`config.mk`:
```
export PLATFORM = sky130hd
export DESIGN_NAME = ledser_ctrl
export DESIGN_NICKNAME = d
export VERILOG_FILES = /design/src/ledser_pkg.sv /design/src/ledser_ctrl.sv
export SDC_FILE = /design/constraint.sdc
export NUM_CORES = 1
export LEC_CHECK = 0
export ABC_AREA = 1
export BUFFER_PORTS_ARGS = -buffer_cell sky130_fd_sc_hd__buf_2
export CAP_MARGIN = 20
export CORE_AREA = 2 2 39 41
export CTS_CLUSTER_SIZE = 16
export DETAILED_ROUTE_END_ITERATION = 7
export DIE_AREA = 0 0 41 43
export SLEW_MARGIN = 20
export SYNTH_ARGS = -nofsm -noshare
export SYNTH_HDL_FRONTEND = slang
export SYNTH_SLANG_ARGS = --single-unit
```
`constraint.sdc`:
```
create_clock -name clk -period 0.8 [get_ports clk]
set_input_delay 0.16 -clock clk [delete_from_list [all_inputs] [get_ports clk]]
set_output_delay 0.16 -clock clk [all_outputs]
set_load 0.03 [all_outputs]
```
`src/ledser_pkg.sv`:
```
package ledser_pkg;

  localparam int MAX_LEDS = 256;
  localparam int ADDR_W   = $clog2(MAX_LEDS);
  localparam int CNT_W    = 9;
  localparam int IDX_W    = 10;
  localparam int PIX_W    = 24;
  localparam int TICK_W   = 16;
  localparam int CFG_W    = 16;
  localparam int REG_W    = 3;

  localparam logic [CNT_W-1:0] COUNT_MAX = CNT_W'(MAX_LEDS);

  // Item modes.
  localparam logic [2:0] MODE_TICK       = 3'd0;
  localparam logic [2:0] MODE_WRITE      = 3'd1;
  localparam logic [2:0] MODE_WRITE_SHOW = 3'd2;
  localparam logic [2:0] MODE_SHOW       = 3'd3;
  localparam logic [2:0] MODE_CLEAR_SHOW = 3'd4;

  // Result status codes.
  localparam logic [1:0] ST_OK    = 2'd0;
  localparam logic [1:0] ST_RANGE = 2'd1;
  localparam logic [1:0] ST_BUSY  = 2'd2;

  // Pulse phases of the serializer.
  localparam logic [1:0] PH_IDLE  = 2'd0;
  localparam logic [1:0] PH_HIGH  = 2'd1;
  localparam logic [1:0] PH_LOW   = 2'd2;
  localparam logic [1:0] PH_LATCH = 2'd3;

  // Configuration register indexes.
  localparam logic [REG_W-1:0] REG_LED_COUNT = 3'd0;
  localparam logic [REG_W-1:0] REG_ZERO_HIGH = 3'd1;
  localparam logic [REG_W-1:0] REG_ZERO_LOW  = 3'd2;
  localparam logic [REG_W-1:0] REG_ONE_HIGH  = 3'd3;
  localparam logic [REG_W-1:0] REG_ONE_LOW   = 3'd4;
  localparam logic [REG_W-1:0] REG_LATCH_LOW = 3'd5;

  localparam logic [2:0] BIT_FIRST = 3'd7;
  localparam logic [1:0] SLOT_LAST = 2'd2;

  typedef struct packed {
    logic accept;
    logic exec;
    logic fetch;
    logic load;
  } cmd_t;

  typedef struct packed {
    logic need_fetch;
  } sts_t;

  // Store layout is red 23..16, green 15..8, blue 7..0; the wire order is
  // green, red, blue.
  function automatic logic pixel_bit(input logic [PIX_W-1:0] px,
                                     input logic [1:0] slot,
                                     input logic [2:0] pos);
    logic [7:0] colour_byte;
    unique case (slot)
      2'd0:    colour_byte = px[15:8];
      2'd1:    colour_byte = px[23:16];
      default: colour_byte = px[7:0];
    endcase
    return colour_byte[pos];
  endfunction

  function automatic logic [TICK_W-1:0] at_least_one(input logic [TICK_W-1:0] v);
    return (v == '0) ? TICK_W'(1) : v;
  endfunction

endpackage

```
`src/ledser_ctrl.sv`:
```
module ledser_ctrl (
  input  logic              clk,
  input  logic              rst,
  input  logic              start,
  input  ledser_pkg::sts_t  sts,
  output ledser_pkg::cmd_t  cmd,
  output logic              busy
);

  localparam logic [1:0] S_IDLE  = 2'd0;
  localparam logic [1:0] S_EXEC  = 2'd1;
  localparam logic [1:0] S_FETCH = 2'd2;
  localparam logic [1:0] S_LOAD  = 2'd3;

  logic [1:0] state;
  logic [1:0] state_next;

  always_comb begin
    state_next = state;
    unique case (state)
      S_IDLE:  if (start) state_next = S_EXEC;
      S_EXEC:  state_next = sts.need_fetch ? S_FETCH : S_IDLE;
      S_FETCH: state_next = S_LOAD;
      S_LOAD:  state_next = S_IDLE;
      default: state_next = S_IDLE;
    endcase
  end

  always_ff @(posedge clk) begin
    if (rst) begin
      state <= S_IDLE;
    end else begin
      state <= state_next;
    end
  end

  assign busy       = (state != S_IDLE);
  assign cmd.accept = start && (state == S_IDLE);
  assign cmd.exec   = (state == S_EXEC);
  assign cmd.fetch  = (state == S_FETCH);
  assign cmd.load   = (state == S_LOAD);

endmodule

```
## After elaboration in Yosys (flattened, before gate mapping)

Index checks and enable logic that the tools add are counted.

- Register bits: 2
- Input port bits: 4
- Output and inout bits: 5
- Logic and storage cells: 11

- Equal/unequal tests: 4
- Mux-type cells: 3
- Reduce and logical (&&, ||, !) cells: 3

Operator list:

| kind | number |
|---|---|
| 2-bit case mux with 4 select lines | 1 |
| 2-bit == test, second input constant | 2 |
| 2-bit 2-to-1 mux | 2 |
| 2-bit by 1-bit == test with 1-bit output, second input constant | 1 |
| 2-bit logical NOT | 1 |
| 2-bit inequality test, second input constant | 1 |
| 2-bit nonzero test | 1 |
| 1-bit logical AND | 1 |

## Depth between registers and ports, before layout

- Depth after elaboration: 2
- Mapped depth: 3
- Mapped depth without buffers: 3

## Least setup slack after synthesis

Ideal clock, no wire load.

- Kind: flip-flop to output port
- Start: register state[0]
- End: output cmd[3] (netlist bit)
- Arrival time: 0.862 ns
- Required time: 0.640 ns
- Slack: -0.222 ns
- Stages on the path, launching flop included: 4
- Buffers on the path: 0
- Cells stage by stage: dfxtp_1 -> inv_2 -> nand2_1 -> nor2_1

RTL lines:

| what | line | RTL |
|---|---|---|
| start: declaration | ledser_ctrl.sv:15 | `logic [1:0] state;` |
| start signal: assignment | ledser_ctrl.sv:33 | `state <= state_next;` |
| end: declaration | ledser_ctrl.sv:6 | `output ledser_pkg::cmd_t cmd,` |

==> impl_metrics.csv <==
group,metric,value,unit
run_status,run_status,"finished with violations",
run_status,violations,"setup timing",
detailed_routing,drtPass1Iterations,1,
synthesis,seq_area_frac_synth,0.3902,
timing,period_minus_slack,1064,ps
synthesis,postSynthAreaPerCell,6.840,µm²
clock_network,clk_pin_slew,30,ps
synthesis,yosys_warnings,0,
timing,slew_violations,0,
setup_path,arrival,900,ps
timing,finalSetupTns,-1362,ps
global_routing,overflow,0,
global_routing,grt_pass1_wl,462,µm
setup_path,critPathLaunchType,"flop",
cells_and_area,drive_gt1_frac,0.9375,
timing,whs,111.5,ps
die,start_util,0.07414,
global_routing,grt_max_degree,6,
synthesis,syn-cell-area,102.6,µm²
placed_design,numPortBuffers,8,
synthesis,synth_top_area_share,0.3902,
clock_network,numClockSinks,2,
timing,tightest_slew,97.43,ps
detailed_routing,drtIter0Drc,0,
timing,slew-limit-headroom,0.9350,
timing,layout_setup_ws,-263.6,ps
timing,max_freq,940.2,MHz
placed_design,hpwl,239.5,µm
global_routing,grtUsageTotal,0.04700,
cells_and_area,finalNetCount,38,
setup_path,cp_slowest_cell,"dfxtp_2",
clock_network,cts_root_buf,"clkbuf_4",
detailed_routing,totalWireLength,361,µm
cells_and_area,final_cell_mix,"6 x buf_6, 5 x buf_4, 3 x nand2_2, 3 x clkbuf_4, 3 x buf_2",
power_and_ir_drop,ir_worst_vdd,0.3690,mV
synthesis,synthTopCellsByArea,"dfxtp_1 39%, a21oi_2 17%, inv_1 11%, nand2_1 11%, nor2_1 7.3%",
die,io_pins,9,
timing,finClkSkew,3.836,ps
synthesis,netlist_instances,15,
detailed_routing,postRouteAntennaNets,0,
detailed_routing,routedWlPerCell,7.521,µm
synthesis,netlist-cell-type-count,8,
setup_path,max_stage_delay,330,ps
clock_network,cts_buffers,3,
detailed_routing,drc,0,
timing,period_share,1.329,
setup_path,critPathMaxFanout,4,
detailed_routing,viasPerCell,3.333,
setup_path,required,640,ps
cells_and_area,area_growth,187.8,%
synthesis,ys_ff_latch,2,
cells_and_area,diodes,0,
detailed_routing,vias,160,
min_path,min_path_type,"in2reg",
flow_run,cap_violations,0,
cells_and_area,final_util,0.2134,
power_and_ir_drop,power_density,1713,nW/µm²
die,die_area,1763,µm²
cells_and_area,layout_commonest_cell,"buf_6",
placed_design,placed_area,214.0,µm²
setup_path,endpoint_kind,"output pin",
clock_network,clk_latency,230,ps
cells_and_area,design_area,295.3,µm²
global_routing,antenna_found_initial,0,
setup_path,timing_worst_setup_path_type,"reg2out",
timing,hold_viol,0,
clock_network,htree_levels,1,
power_and_ir_drop,p_leak,0.1460,nW
synthesis,synth_fp_nets,19,
setup_path,crit_path_cell_trace,"inv_4, nand2_4, nor2_4, buf_6",
die,coreArea,1384,µm²
clock_network,cts_tree,"yes",
timing,setup-violations-final,7,
die,die_h,43,µm
die,fp.dieW,41,µm
die,num_rows,14,
placed_design,finalWeightedCongestion,0.4712,
synthesis,synth_top_area_cell,"dfxtp_1",
timing,rsz0062_at_grt,"true",
clock_network,cts_buffer_depth,2,
global_routing,grt_pass1_vias,161,
==> where the power goes <==
group	switching, mW	internal, mW
Combinational	0.0809	0.0805
Clock	0.0615	0.166
Sequential	0.0105	0.107
==> final cells by class <==
cell class              count  area (µm²)
inverters                   4       17.52
fillers                   172        1089
flip-flops and latches      2       45.04
multi-input cells           9       70.07
well taps                  16       20.02
clock buffers               3       22.52
repair buffers             14       120.1
==> cells in the mapped netlist <==
| library cell | number |
|---|---|
| a21oi_2 | 2 |
| dfxtp_1 | 2 |
| inv_1 | 3 |
| inv_2 | 1 |
| nand2_1 | 3 |
| nand2_2 | 1 |
| nand3_1 | 1 |
| nor2_1 | 2 |
==> logic make-up after synthesis <==
logic type,count (synthesis),share of synthesized area
buffers and inverters,4,0.1463
flip-flops,2,0.3903
AND/OR/NAND/NOR,7,0.2927
AO/OA/AOI/OAI,2,0.1708
==> routing by layer <==
| metal | GRT usage | up-vias | part of all wire |
|---|---|---|---|
| met5 | 0 | - | 0 |
| met1 | 0.01905 | 73 | 0.32 |
| met2 | 0.07188 | 7 | 0.60 |
| met4 | 0.08000 | 0 | 0.042 |
| met3 | 0.03141 | 2 | 0.039 |
| li1 | - | 78 | - |
==> critical path: cells and delay by family (launching register included) <==
family        cells  cell delay [ps]
flops             1              330
simple gates      2              140
buf+inv           2              210
==> path summary, 6_finish.rpt <==
kind / from / endpoint / slack, ps / cells after the start
worst max register to register: state[0]$_SDFFE_PP0P_ / state[0]$_SDFFE_PP0P_ / -190 / 6
worst max-delay path: state[0]$_SDFFE_PP0P_ / cmd[3] / -260 / 4
worst min-delay path: rst / state[0]$_SDFFE_PP0P_ / 110 / 2
worst min register to register: state[0]$_SDFFE_PP0P_ / flop / 630 / 3
==> per-stage QoR <==
step	total power, mW	setup WS, ps	cells
global placement	0.2386	-115.0	43
CTS	0.5084	-270.2	47
finish	0.5060	-263.6	48
global route	0.5379	-296.6	48
detailed placement	0.2402	-114.1	43
floorplan	0.1920	-43.12	15
==> what timing repair did <==
| item | in CTS | in global routing |
|---|---|---|
| buffers inserted | 1 | 1 |
| setup endpoints to repair | 6 | 7 |
| pin swaps | 3 | 0 |
| resized for setup | 12 | 3 |
| cloned | 0 | 0 |
| hold buffers | 0 | 0 |
Note: power is estimated with default switching activity, not from simulation.
